<file path="src/rtl/core/sstrk_pkg.sv">
// Shared types and constants of the shunt sensor frame tracker.
package sstrk_pkg;

   localparam int unsigned ID_W        = 11;
   localparam int unsigned PAYLOAD_W   = 32;
   localparam int unsigned SEL_W       = 5;
   localparam int unsigned VOLT_W      = 34;
   localparam int unsigned VALUE_W     = 35;
   localparam int unsigned COUNT_W     = 8;
   localparam int unsigned CSR_INDEX_W = 2;
   localparam int unsigned CSR_DATA_W  = 31;
   localparam int unsigned DIV10_SHIFT = 35;

   typedef logic [ID_W-1:0]               frame_id_type;
   typedef logic signed [PAYLOAD_W-1:0]   payload_type;
   typedef logic [SEL_W-1:0]              read_select_type;
   typedef logic signed [VOLT_W-1:0]      volt_type;
   typedef logic signed [VALUE_W-1:0]     value_type;
   typedef logic [COUNT_W-1:0]            count_type;
   typedef logic [CSR_INDEX_W-1:0]        csr_index_type;
   typedef logic [CSR_DATA_W-1:0]         csr_data_type;

   // Opcodes
   localparam logic OP_FRAME = 1'b0;
   localparam logic OP_READ  = 1'b1;

   // Frame identifiers
   localparam frame_id_type ID_FIRST   = 11'h510;
   localparam frame_id_type ID_LAST    = 11'h528;
   localparam frame_id_type ID_CURRENT = 11'h521;
   localparam frame_id_type ID_VOLT    = 11'h522;
   localparam frame_id_type ID_VOLT2   = 11'h523;
   localparam frame_id_type ID_VOLT3   = 11'h524;
   localparam frame_id_type ID_TEMP    = 11'h525;
   localparam frame_id_type ID_POWER   = 11'h526;
   localparam frame_id_type ID_CHARGE  = 11'h527;
   localparam frame_id_type ID_ENERGY  = 11'h528;

   // Register indexes
   localparam csr_index_type CSR_WARMUP       = 2'd0;
   localparam csr_index_type CSR_V2_THRESHOLD = 2'd1;
   localparam csr_index_type CSR_V3_FLOOR     = 2'd2;

   localparam count_type    WARMUP_RESET       = 8'd150;
   localparam csr_data_type V2_THRESHOLD_RESET = 31'd3000;
   localparam csr_data_type V3_FLOOR_RESET     = 31'd10000;
   localparam count_type    COUNT_MAX          = 8'd255;

   // Voltage slots
   localparam logic [1:0] VIDX_MAIN = 2'd0;
   localparam logic [1:0] VIDX_V1   = 2'd1;
   localparam logic [1:0] VIDX_V2   = 2'd2;
   localparam logic [1:0] VIDX_V3   = 2'd3;

   // Read selects
   localparam read_select_type SEL_CURRENT = 5'd0;
   localparam read_select_type SEL_VOLT    = 5'd1;
   localparam read_select_type SEL_VOLT1   = 5'd2;
   localparam read_select_type SEL_VOLT2   = 5'd3;
   localparam read_select_type SEL_VOLT3   = 5'd4;
   localparam read_select_type SEL_VOLT_LO  = 5'd5;
   localparam read_select_type SEL_VOLT_HI  = 5'd6;
   localparam read_select_type SEL_VOLT1_LO = 5'd7;
   localparam read_select_type SEL_VOLT1_HI = 5'd8;
   localparam read_select_type SEL_VOLT2_LO = 5'd9;
   localparam read_select_type SEL_VOLT2_HI = 5'd10;
   localparam read_select_type SEL_VOLT3_LO = 5'd11;
   localparam read_select_type SEL_VOLT3_HI = 5'd12;
   localparam read_select_type SEL_TEMP    = 5'd13;
   localparam read_select_type SEL_POWER   = 5'd14;
   localparam read_select_type SEL_CHARGE  = 5'd15;
   localparam read_select_type SEL_ENERGY  = 5'd16;
   localparam read_select_type SEL_COUNT   = 5'd17;

   // x/10 for x < 2**32: (x * ceil(2**35/10)) >> 35
   localparam logic [PAYLOAD_W-1:0] DIV10_RECIP = 32'hCCCC_CCCD;

endpackage

</file>
<file path="src/rtl/core/sstrk_req_if.sv">
// Request channel interface: frames and read requests.
interface sstrk_req_if;
   logic                       valid;
   logic                       ready;
   logic                       opcode;
   sstrk_pkg::frame_id_type    frame_id;
   sstrk_pkg::payload_type     frame_payload;
   sstrk_pkg::read_select_type read_select;

   modport source (output valid, opcode, frame_id, frame_payload, read_select, input ready);
   modport sink   (input valid, opcode, frame_id, frame_payload, read_select, output ready);
endinterface

</file>
<file path="src/rtl/core/sstrk_rsp_if.sv">
// Response channel interface: read values.
interface sstrk_rsp_if;
   logic                 valid;
   logic                 ready;
   sstrk_pkg::value_type read_value;

   modport source (output valid, read_value, input ready);
   modport sink   (input valid, read_value, output ready);
endinterface

</file>
<file path="src/rtl/core/shunt_sensor_frame_tracker.sv">
// Shunt sensor frame tracker: measurement state, marks, accumulators and reads.
//
//   channel | dir | handshake         | payload
//   --------+-----+-------------------+-------------------------------------------
//   req_ch  | in  | valid/ready       | opcode, frame_id, frame_payload, read_select
//   rsp_ch  | out | valid/ready       | read_value
//   csr_*   | in  | csr_write_enable  | csr_index, csr_write_data
//
// One transaction per cycle while req_ch.ready is high. A frame updates state at the edge
// it is accepted; a read samples state at its accepting edge and its value is registered
// into the output register, or into the skid entry while the output register holds an
// unread value. The rate is set by the output register plus one skid entry: req_ch.ready
// drops only while both hold an unread value, and during reset. Reset is synchronous.
module shunt_sensor_frame_tracker (
   input  logic                      clock,
   input  logic                      reset,
   sstrk_req_if.sink                 req_ch,
   sstrk_rsp_if.source               rsp_ch,
   input  logic                      csr_write_enable,
   input  sstrk_pkg::csr_index_type  csr_index,
   input  sstrk_pkg::csr_data_type   csr_write_data
);

   sstrk_pkg::count_type    warmup_ff;
   sstrk_pkg::csr_data_type v2_thr_ff;
   sstrk_pkg::csr_data_type v3_floor_ff;

   sstrk_pkg::payload_type  current_ff,  current_in;
   sstrk_pkg::volt_type     volt_ff [4];
   sstrk_pkg::volt_type     volt_in [4];
   sstrk_pkg::volt_type     marks_ff [8];
   sstrk_pkg::volt_type     marks_in [8];
   sstrk_pkg::payload_type  temp_ff,     temp_in;
   sstrk_pkg::payload_type  power_ff,    power_in;
   sstrk_pkg::volt_type     charge_ff,   charge_in;
   sstrk_pkg::payload_type  last_chg_ff, last_chg_in;
   sstrk_pkg::volt_type     energy_ff,   energy_in;
   sstrk_pkg::payload_type  last_nrg_ff, last_nrg_in;
   sstrk_pkg::count_type    count_ff,    count_in;

   logic                    out_valid_ff,  out_valid_in;
   logic                    skid_valid_ff, skid_valid_in;
   sstrk_pkg::value_type    out_value_ff,  out_value_in;
   sstrk_pkg::value_type    skid_value_ff, skid_value_in;

   logic                    take;
   logic                    frame_take;
   logic                    read_take;
   logic                    pop;
   logic                    warm;
   logic [3:0]              vupd;
   sstrk_pkg::payload_type  p;
   sstrk_pkg::volt_type     p34;
   logic signed [32:0]      p33;
   logic signed [32:0]      v2_adj;
   logic signed [34:0]      v1_wide;
   sstrk_pkg::volt_type     v2_new;
   sstrk_pkg::volt_type     floor34;
   logic [31:0]             mag;
   logic [63:0]             prod;
   logic [31:0]             quot;
   sstrk_pkg::value_type    read_value;

   assign req_ch.ready = ~skid_valid_ff & ~reset;
   assign take         = req_ch.valid & req_ch.ready;
   assign read_take    = take & (req_ch.opcode == sstrk_pkg::OP_READ);
   assign frame_take   = take & (req_ch.opcode == sstrk_pkg::OP_FRAME)
                         & (req_ch.frame_id >= sstrk_pkg::ID_FIRST)
                         & (req_ch.frame_id <= sstrk_pkg::ID_LAST);
   assign pop          = out_valid_ff & rsp_ch.ready;

   assign rsp_ch.valid      = out_valid_ff;
   assign rsp_ch.read_value = out_value_ff;

   assign p       = req_ch.frame_payload;
   assign p34     = sstrk_pkg::volt_type'(p);
   assign p33     = 33'(p);
   assign floor34 = sstrk_pkg::volt_type'({3'b000, v3_floor_ff});

   // Counter and warm-up
   assign count_in = (frame_take && count_ff != sstrk_pkg::COUNT_MAX) ?
                     count_ff + 8'd1 : count_ff;
   assign warm     = count_in < warmup_ff;

   // Derived voltages
   assign v2_adj  = (p33 > $signed({2'b00, v2_thr_ff})) ?
                    p33 - 33'(volt_ff[sstrk_pkg::VIDX_V3]) : p33;
   assign v2_new  = sstrk_pkg::volt_type'(v2_adj);
   assign v1_wide = 35'(p) - (35'(volt_ff[sstrk_pkg::VIDX_V2])
                              + 35'(volt_ff[sstrk_pkg::VIDX_V3]));

   // Temperature: truncating divide by ten on the magnitude
   assign mag  = p[31] ? (~p + 32'd1) : p;
   assign prod = 64'(mag) * 64'(sstrk_pkg::DIV10_RECIP);
   assign quot = 32'(prod >> sstrk_pkg::DIV10_SHIFT);

   always_comb begin
      current_in  = current_ff;
      temp_in     = temp_ff;
      power_in    = power_ff;
      charge_in   = charge_ff;
      last_chg_in = last_chg_ff;
      energy_in   = energy_ff;
      last_nrg_in = last_nrg_ff;
      volt_in     = volt_ff;
      vupd        = '0;
      if (frame_take) begin
         unique case (req_ch.frame_id)
            sstrk_pkg::ID_CURRENT: begin
               current_in = p;
            end
            sstrk_pkg::ID_VOLT: begin
               volt_in[sstrk_pkg::VIDX_MAIN] = p34;
               volt_in[sstrk_pkg::VIDX_V1]   = v1_wide[33:0];
               vupd[sstrk_pkg::VIDX_MAIN]    = 1'b1;
               vupd[sstrk_pkg::VIDX_V1]      = 1'b1;
            end
            sstrk_pkg::ID_VOLT2: begin
               volt_in[sstrk_pkg::VIDX_V2] = v2_new;
               vupd[sstrk_pkg::VIDX_V2]    = 1'b1;
            end
            sstrk_pkg::ID_VOLT3: begin
               volt_in[sstrk_pkg::VIDX_V3] = p34;
               vupd[sstrk_pkg::VIDX_V3]    = 1'b1;
            end
            sstrk_pkg::ID_TEMP: begin
               temp_in = p[31] ? (32'd0 - quot) : quot;
            end
            sstrk_pkg::ID_POWER: begin
               power_in = p;
            end
            sstrk_pkg::ID_CHARGE: begin
               charge_in   = charge_ff + (p34 - sstrk_pkg::volt_type'(last_chg_ff));
               last_chg_in = p;
            end
            sstrk_pkg::ID_ENERGY: begin
               energy_in   = energy_ff + (p34 - sstrk_pkg::volt_type'(last_nrg_ff));
               last_nrg_in = p;
            end
            default: begin
            end
         endcase
      end
   end

   // Low/high marks per voltage
   always_comb begin
      marks_in = marks_ff;
      for (int k = 0; k < 4; k++) begin
         if (vupd[k]) begin
            if (warm) begin
               marks_in[2*k] = volt_in[k];
            end else begin
               if (volt_in[k] < marks_ff[2*k] && (k != 3 || volt_in[k] > floor34)) begin
                  marks_in[2*k] = volt_in[k];
               end
               if (volt_in[k] > marks_ff[2*k+1]) begin
                  marks_in[2*k+1] = volt_in[k];
               end
            end
         end
      end
   end

   // Read mux
   always_comb begin
      unique case (req_ch.read_select)
         sstrk_pkg::SEL_CURRENT:  read_value = 35'(current_ff);
         sstrk_pkg::SEL_VOLT:     read_value = 35'(volt_ff[0]);
         sstrk_pkg::SEL_VOLT1:    read_value = 35'(volt_ff[1]);
         sstrk_pkg::SEL_VOLT2:    read_value = 35'(volt_ff[2]);
         sstrk_pkg::SEL_VOLT3:    read_value = 35'(volt_ff[3]);
         sstrk_pkg::SEL_VOLT_LO:  read_value = 35'(marks_ff[0]);
         sstrk_pkg::SEL_VOLT_HI:  read_value = 35'(marks_ff[1]);
         sstrk_pkg::SEL_VOLT1_LO: read_value = 35'(marks_ff[2]);
         sstrk_pkg::SEL_VOLT1_HI: read_value = 35'(marks_ff[3]);
         sstrk_pkg::SEL_VOLT2_LO: read_value = 35'(marks_ff[4]);
         sstrk_pkg::SEL_VOLT2_HI: read_value = 35'(marks_ff[5]);
         sstrk_pkg::SEL_VOLT3_LO: read_value = 35'(marks_ff[6]);
         sstrk_pkg::SEL_VOLT3_HI: read_value = 35'(marks_ff[7]);
         sstrk_pkg::SEL_TEMP:     read_value = 35'(temp_ff);
         sstrk_pkg::SEL_POWER:    read_value = 35'(power_ff);
         sstrk_pkg::SEL_CHARGE:   read_value = 35'(charge_ff);
         sstrk_pkg::SEL_ENERGY:   read_value = 35'(energy_ff);
         sstrk_pkg::SEL_COUNT:    read_value = $signed({27'd0, count_ff});
         default:                 read_value = '0;
      endcase
   end

   // Output register and skid entry
   always_comb begin
      out_valid_in  = out_valid_ff;
      skid_valid_in = skid_valid_ff;
      out_value_in  = out_value_ff;
      skid_value_in = skid_value_ff;
      priority if (skid_valid_ff) begin
         if (pop) begin
            out_value_in  = skid_value_ff;
            skid_valid_in = 1'b0;
         end
      end else if (read_take) begin
         if (!out_valid_ff || pop) begin
            out_value_in = read_value;
            out_valid_in = 1'b1;
         end else begin
            skid_value_in = read_value;
            skid_valid_in = 1'b1;
         end
      end else if (pop) begin
         out_valid_in = 1'b0;
      end
   end

   always_ff @(posedge clock) begin
      if (reset) begin
         warmup_ff     <= sstrk_pkg::WARMUP_RESET;
         v2_thr_ff     <= sstrk_pkg::V2_THRESHOLD_RESET;
         v3_floor_ff   <= sstrk_pkg::V3_FLOOR_RESET;
         current_ff    <= '0;
         volt_ff       <= '{default: '0};
         marks_ff      <= '{default: '0};
         temp_ff       <= '0;
         power_ff      <= '0;
         charge_ff     <= '0;
         last_chg_ff   <= '0;
         energy_ff     <= '0;
         last_nrg_ff   <= '0;
         count_ff      <= '0;
         out_valid_ff  <= 1'b0;
         skid_valid_ff <= 1'b0;
      end else begin
         if (csr_write_enable) begin
            unique case (csr_index)
               sstrk_pkg::CSR_WARMUP:       warmup_ff   <= csr_write_data[7:0];
               sstrk_pkg::CSR_V2_THRESHOLD: v2_thr_ff   <= csr_write_data;
               sstrk_pkg::CSR_V3_FLOOR:     v3_floor_ff <= csr_write_data;
               default: begin
               end
            endcase
         end
         current_ff    <= current_in;
         volt_ff       <= volt_in;
         marks_ff      <= marks_in;
         temp_ff       <= temp_in;
         power_ff      <= power_in;
         charge_ff     <= charge_in;
         last_chg_ff   <= last_chg_in;
         energy_ff     <= energy_in;
         last_nrg_ff   <= last_nrg_in;
         count_ff      <= count_in;
         out_valid_ff  <= out_valid_in;
         skid_valid_ff <= skid_valid_in;
      end
   end

   always_ff @(posedge clock) begin
      out_value_ff  <= out_value_in;
      skid_value_ff <= skid_value_in;
   end

endmodule

</file>
<file path="src/flat_wrapper.sv">
// flat-port wrapper written by rule: the top's interface ports become plain ports
module shunt_sensor_frame_tracker_flat 
  (clock, reset, csr_write_enable, csr_index, csr_write_data, req_ch_valid, req_ch_opcode, req_ch_frame_id, req_ch_frame_payload, req_ch_read_select, req_ch_ready, rsp_ch_valid, rsp_ch_read_value, rsp_ch_ready);
  sstrk_req_if req_ch_i ();
  sstrk_rsp_if rsp_ch_i ();
  input  logic clock;
  input  logic reset;
  input  logic csr_write_enable;
  input  sstrk_pkg::csr_index_type csr_index;
  input  sstrk_pkg::csr_data_type csr_write_data;
  input wire logic [$bits(req_ch_i.valid)-1:0] req_ch_valid;
  input wire logic [$bits(req_ch_i.opcode)-1:0] req_ch_opcode;
  input wire logic [$bits(req_ch_i.frame_id)-1:0] req_ch_frame_id;
  input wire logic [$bits(req_ch_i.frame_payload)-1:0] req_ch_frame_payload;
  input wire logic [$bits(req_ch_i.read_select)-1:0] req_ch_read_select;
  output wire logic [$bits(req_ch_i.ready)-1:0] req_ch_ready;
  output wire logic [$bits(rsp_ch_i.valid)-1:0] rsp_ch_valid;
  output wire logic [$bits(rsp_ch_i.read_value)-1:0] rsp_ch_read_value;
  input wire logic [$bits(rsp_ch_i.ready)-1:0] rsp_ch_ready;
  assign req_ch_i.valid = req_ch_valid;
  assign req_ch_i.opcode = req_ch_opcode;
  assign req_ch_i.frame_id = req_ch_frame_id;
  assign req_ch_i.frame_payload = req_ch_frame_payload;
  assign req_ch_i.read_select = req_ch_read_select;
  assign req_ch_ready = req_ch_i.ready;
  assign rsp_ch_valid = rsp_ch_i.valid;
  assign rsp_ch_read_value = rsp_ch_i.read_value;
  assign rsp_ch_i.ready = rsp_ch_ready;
  shunt_sensor_frame_tracker u_core (.clock(clock), .reset(reset), .req_ch(req_ch_i), .rsp_ch(rsp_ch_i), .csr_write_enable(csr_write_enable), .csr_index(csr_index), .csr_write_data(csr_write_data));
endmodule
</file>
<file path="config.mk">
export PLATFORM = sky130hd
export DESIGN_NAME = shunt_sensor_frame_tracker_flat
export DESIGN_NICKNAME = d
export VERILOG_FILES = /design/src/rtl/core/sstrk_pkg.sv /design/src/rtl/core/sstrk_req_if.sv /design/src/rtl/core/sstrk_rsp_if.sv /design/src/rtl/core/shunt_sensor_frame_tracker.sv /design/src/flat_wrapper.sv
export SDC_FILE = /design/constraint.sdc
export NUM_CORES = 2
export LEC_CHECK = 0
export ABC_AREA = 1
export BUFFER_PORTS_ARGS = -buffer_cell sky130_fd_sc_hd__buf_2
export CELL_PAD_IN_SITES_DETAIL_PLACEMENT = 0
export CELL_PAD_IN_SITES_GLOBAL_PLACEMENT = 1
export CORE_ASPECT_RATIO = 0.75
export CORE_MARGIN = 4
export CORE_UTILIZATION = 48
export DETAILED_ROUTE_END_ITERATION = 10
export PLACE_DENSITY_LB_ADDON = 0.15
export SYNTH_ARGS = -nofsm -noshare
export SYNTH_HDL_FRONTEND = slang
export SYNTH_SLANG_ARGS = --single-unit
</file>
<file path="constraint.sdc">
create_clock -name clock -period 11.7 [get_ports clock]
set_input_delay 2.34 -clock clock [delete_from_list [all_inputs] [get_ports clock]]
set_output_delay 2.34 -clock clock [all_outputs]
set_load 0.01 [all_outputs]
</file>
* Word-level counts from Yosys, hierarchy flattened
Index checks and enable logic that the tools add are counted.
Storage, ports and cells: register bits after elaboration 786, latch bits 0, memory bits (writable) 0, memory bits (read-only) 0, input port bits 87, memories 0
Operators by class: add/sub/neg operators 10, multipliers 1, divide/modulo/power cells 0, order comparisons 13, equal/unequal tests 30, shift operators 0, multiplexer cells 32, bitwise operators 13, reductions and logical operators 32
Operators with widths (number):
- one-hot mux 35 bit (18 select lines) | 1
- two-way mux 34 bit | 10
- two-way mux 35 bit | 4
- greater-than comparator 34 bit | 4
- < comparator 34 bit | 4
- two-way mux 136 bit | 1
- adder 34 bit | 3
- equality test 11 bit (second input constant) | 8
- two-way mux 68 bit | 1
- subtractor 32 x 32 -> 33 bit | 2
- multiplier 32 x 32 -> 64 bit (second input constant) | 1
- two-way mux 32 bit | 2
- equality test 5 x 4 -> 1 bit (second input constant) | 8
- greater-than comparator 34 x 32 -> 1 bit | 1
- subtractor 32 x 34 -> 34 bit | 1
- two-way mux 33 bit | 1
- subtractor 32 x 33 -> 33 bit | 1
- adder 32 x 1 -> 32 bit (second input constant) | 1
- greater-than comparator 32 bit | 1
- inverter 32 bit | 1
- subtractor 1 x 29 -> 30 bit (first input constant) | 1
- AND reduction 2 bit | 12
- AND reduction 3 bit | 7
- equality test 5 x 3 -> 1 bit (second input constant) | 4
- other kinds (23) | 51

* Longest topological paths before layout
word-level depth 11, mapped depth 52

* Least setup slack after synthesis
Ideal clock, no wire load.
path type input-to-reg, start point input port req_ch_frame_payload[2], end point register u_core.temp_ff[16], library setup time 0.115 ns, arrival 10.369 ns, setup slack 1.215 ns, stages on the path 42, buffers on the path 1, cell sequence buf_2 -> nor3_1 -> inv_1 -> nor3_1 -> nand3_1 -> nor3_1 -> nand3_1 -> nor3_1 -> inv_1 -> o31ai_1 -> xor2_1 -> ha_1 -> fa_1 -> inv_1 -> fa_1 -> inv_1 -> fa_1 -> inv_1 -> [6 not listed] -> nand2_1 -> nor2_1 -> nand2_1 -> o21bai_1 -> inv_1 -> nand2_1 -> nand2_1 -> nand2_1 -> ha_1 -> nand3_1 -> nor2_1 -> nand2_1 -> nand2_1 -> nand4_1 -> nor2_1 -> o21ai_0 -> o21ai_0 -> inv_1
On the way: longest elaborated chain between the ends 6
RTL lines:
- from (decl) | line flat_wrapper.sv:14 | input wire logic [$bits(req_ch_i.frame_payload)-1:0] req_ch_frame_payload;
- inverter 32 bit | line shunt_sensor_frame_tracker.sv:93 | assign mag = p[31] ? (~p + 32'd1) : p;
- adder 32 x 1 -> 32 bit | line shunt_sensor_frame_tracker.sv:93
- two-way mux 32 bit * | line shunt_sensor_frame_tracker.sv:93
- multiplier 32 x 32 -> 64 bit * | line shunt_sensor_frame_tracker.sv:94 | assign prod = 64'(mag) * 64'(sstrk_pkg::DIV10_RECIP);
- subtractor 1 x 29 -> 30 bit | line shunt_sensor_frame_tracker.sv:127 | temp_in = p[31] ? (32'd0 - quot) : quot;
- two-way mux 32 bit * | line shunt_sensor_frame_tracker.sv:127
- to (signal assigned) | line shunt_sensor_frame_tracker.sv:244 | temp_ff <= temp_in;
- to (decl) | line shunt_sensor_frame_tracker.sv:33 | sstrk_pkg::payload_type temp_ff, temp_in;
Mark *: on every way between the ends. The rest lies on a longest branch, timed or not. A chain may end at the register's enable or synchronous reset.

* Worst setup path in the final report
start point input port req_ch_frame_payload[16], end point register u_core.temp_ff[18]
The elaborated chain is that of the path after synthesis.

==> results.json <==
{
  "status": "completed",
  "path_buf_inv": 13,
  "reg2reg_depth": 27,
  "worstSetupPathType": "in -> reg",
  "wire_per_inst_um": 28.4,
  "rsz0062_at_grt": "yes",
  "synth-seq-cells": 782,
  "start_kind": "input port",
  "grt_max_degree": 197,
  "setup_viol": 0,
  "clk_pin_slew_ns": 0.06,
  "post-route-util_pct": 54.0,
  "syn_inst": 10000,
  "pre_cts_slack_ns": -0.331,
  "viasPerCell": 5.95,
  "met1_usage_pct": 66.2,
  "ys_seq_area_share_pct": 22.5,
  "crit_slowest_cell": "nor2_2",
  "layout-drive-gt1-share_pct": 8.03,
  "tritoncts": "yes",
  "cp_num_cells": 43,
  "dp_cells": 12300,
  "insertion_delay_ns": 0.72,
  "cts_root_buf": "clkbuf_16",
  "grtUsageTotal_pct": 43.9,
  "period_share_pct": 99.1,
  "crit_top_cell": "inv_1",
  "die_area_mm2": 0.157,
  "slew_viol_final": 0,
  "synth_async_sr_flop_share_pct": 0,
  "crit_required_ns": 12.30,
  "setup_slack_ns": 0.102,
  "die_h_um": 344,
  "firstDrtPassIters": 7,
  "synth_fp_nets": 11500,
  "grt_pass1_vias": 66900,
  "clk_path_buf_depth": 3,
  "area_growth_pct": 11.9,
  "avgSynthCellArea_um2": 7.21,
  "synth_ff_type": "dfxtp_1",
  "worst-r2r-setup-slack_ns": 3.50,
  "hp-class": "reg -> reg",
  "core_area_mm2": 0.150,
  "cts.sinks": 782,
  "drc_errors": 0,
  "cts_max_level": 3,
  "max_freq_ghz": 0.0862,
  "whs_path_depth": 2,
  "yosysTopAreaCellShare_pct": 19.7,
  "synth.area.top_cells": "dfxtp_1, ha_1, fa_1",
  "holdBufCountCts": 0,
  "arrival_ns": 12.20,
  "grt_busiest_layer": "met1",
  "num_vias": 74400,
  "grt_antenna_before_repair": 38,
  "yosysWarnings": 0,
  "met2_usage_pct": 50.9,
  "use_met3_pct": 24.8,
  "hold_viol": 0,
  "end_kind": "flip-flop",
  "dp_hpwl_mm": 294,
  "grt_overflow": 0,
  "skew_ns": 0.0424,
  "cp_top_family": "adder cells",
  "nNetsFinal": 11800,
  "num_rows": 123,
  "cp_max_fo": 5,
  "synth-edff-count": 68,
  "slew_headroom_pct": 6.38,
  "drt_wl_total_mm": 355,
  "synth_area_mm2": 0.0725,
  "synth_cell_types": 67,
  "synth_top_cell_by_area": "dfxtp_1",
  "instances_no_fill": 12500,
  "grt_pass1_wl_mm": 493,
  "fin_crit_ns": 11.60,
  "postRouteAntennaNets": 0,
  "tightest_slew_ns": 1.39,
  "max_cap_violations": 0,
  "start_util_pct": 48.3,
  "io_buffers": 123,
  "drtIter0Drc": 11200,
  "max_stage_delay_ns": 0.60,
  "dieWidth_um": 457,
  "numCtsBuffers": 82,
  "io-pin-count": 124,
  "gp_congestion": 1.22
}
==> registers in the layout, summed over array words and instances, names as in the netlist, 34 cells and up <==
register                  flops
u_core.marks_ff             272
u_core.volt_ff              136
u_core.charge_ff             34
u_core.energy_ff             34
u_core.rsp_ch.read_value     34
u_core.skid_value_ff         34
==> routing by layer <==
metal	vias to the layer above	share of wire, %	wire length, um
met1	35400	45	159000
li1	33300	-	-
met4	22	3.0	10700
met2	5076	33	117000
met5	-	0.22	777
met3	544	19	67800
==> worst min-delay path: stages, from the launching register on <==
cell and delay, ns:
dfxtp_1 0.31, inv_1 0.05, a21oi_1 0.05
==> final timing paths <==
path,endpoint,startpoint
max,u_core.temp_ff[18],req_ch_frame_payload[16]
min reg2reg,u_core.current_ff[8],u_core.current_ff[8]
min,u_core.current_ff[8],u_core.current_ff[8]
max reg2reg,u_core.marks_ff[130],u_core.volt_ff[8]
==> timing repair <==
item | CTS | global route
gates resized for setup | 0 | 21
setup endpoints to repair | 0 | 24
setup buffers | 0 | 4
==> cells by family after synthesis <==
logic type / Yosys count / synth area share, %
simple gates: 3274 / 18.6
buf+inv: 2338 / 12.3
compound gates: 2119 / 16.5
fa+ha+maj: 1318 / 27.4
flops: 782 / 22.5
xor+xnor: 215 / 2.61
mux: 1 / 0.0138
==> Yosys cell counts, types with 30 or more instances <==
master / count
o22ai_1: 122
nand4_1: 97
a221oi_1: 47
nand3_1: 350
o21bai_1: 30
inv_1: 2006
nor2_1: 893
buf_1: 42
xor2_1: 145
nor3_1: 95
xnor2_1: 69
o21a_1: 39
o2111ai_1: 36
a21oi_1: 899
clkbuf_1: 210
a31oi_1: 40
nor4_1: 46
dfxtp_1: 714
ha_1: 873
a211oi_1: 64
o21ai_0: 643
o211ai_1: 60
nand2_1: 1724
buf_2: 43
edfxtp_1: 68
fa_1: 445
==> through the flow <==
| step | hold WS [ns] | cell area (um2) | TNS (ns) |
|---|---|---|---|
| 2_1_floorplan | 0.424 | 72500 | 0 |
| 5_1_grt | 0.456 | 81100 | -0.0301 |
| 3_5_place_dp | 0.442 | 78200 | -4.29 |
| 3_3_place_gp | 0.434 | 78200 | -5.76 |
| 4_1_cts | 0.451 | 80900 | 0 |
| 6_report | 0.450 | 81100 | 0 |
==> placed cells by master (no fill, tap or decap), types with 11 or more instances in the layout <==
cell and instances:
inv_1 2002, nand2_1 1722, a21boi_0 21, o2111ai_1 36
o211ai_1 60, nor4_1 41, xnor2_1 69, a21o_1 26
nor3_1 91, nand4_1 97, or2_2 16, buf_2 122
o22ai_1 122, clkinv_2 13, o21a_1 39, clkbuf_8 15
nand3_1 349, inv_2 11, xor2_1 140, fa_1 443
buf_4 476, buf_12 14, a21oi_1 899, ha_1 871
o21ai_0 642, o21ai_1 29, dfxtp_1 714, a2111oi_0 16
clkinv_1 14, a211oi_1 63, a31oi_1 40, clkinvlp_4 12
nor2_1 880, clkbuf_16 83, a221oi_1 47, edfxtp_1 68
nor2_2 13, o21bai_1 29, o221ai_1 23
==> final cells by class <==
cell class / instances / area, um2
Inverter: 2023 / 7610
Tap cell: 2000 / 2500
Multi-Input combinational cell: 6927 / 47400
Clock buffer: 107 / 2310
Clock inverter: 45 / 459
Fill cell: 14800 / 69000
Timing Repair Buffer: 613 / 4480
Antenna cell: 9 / 22.5
Sequential cell: 782 / 16300
Power is left out: the tool's default activity adds up to more than one toggle a clock period on the data nets, which glitch-free logic cannot reach.
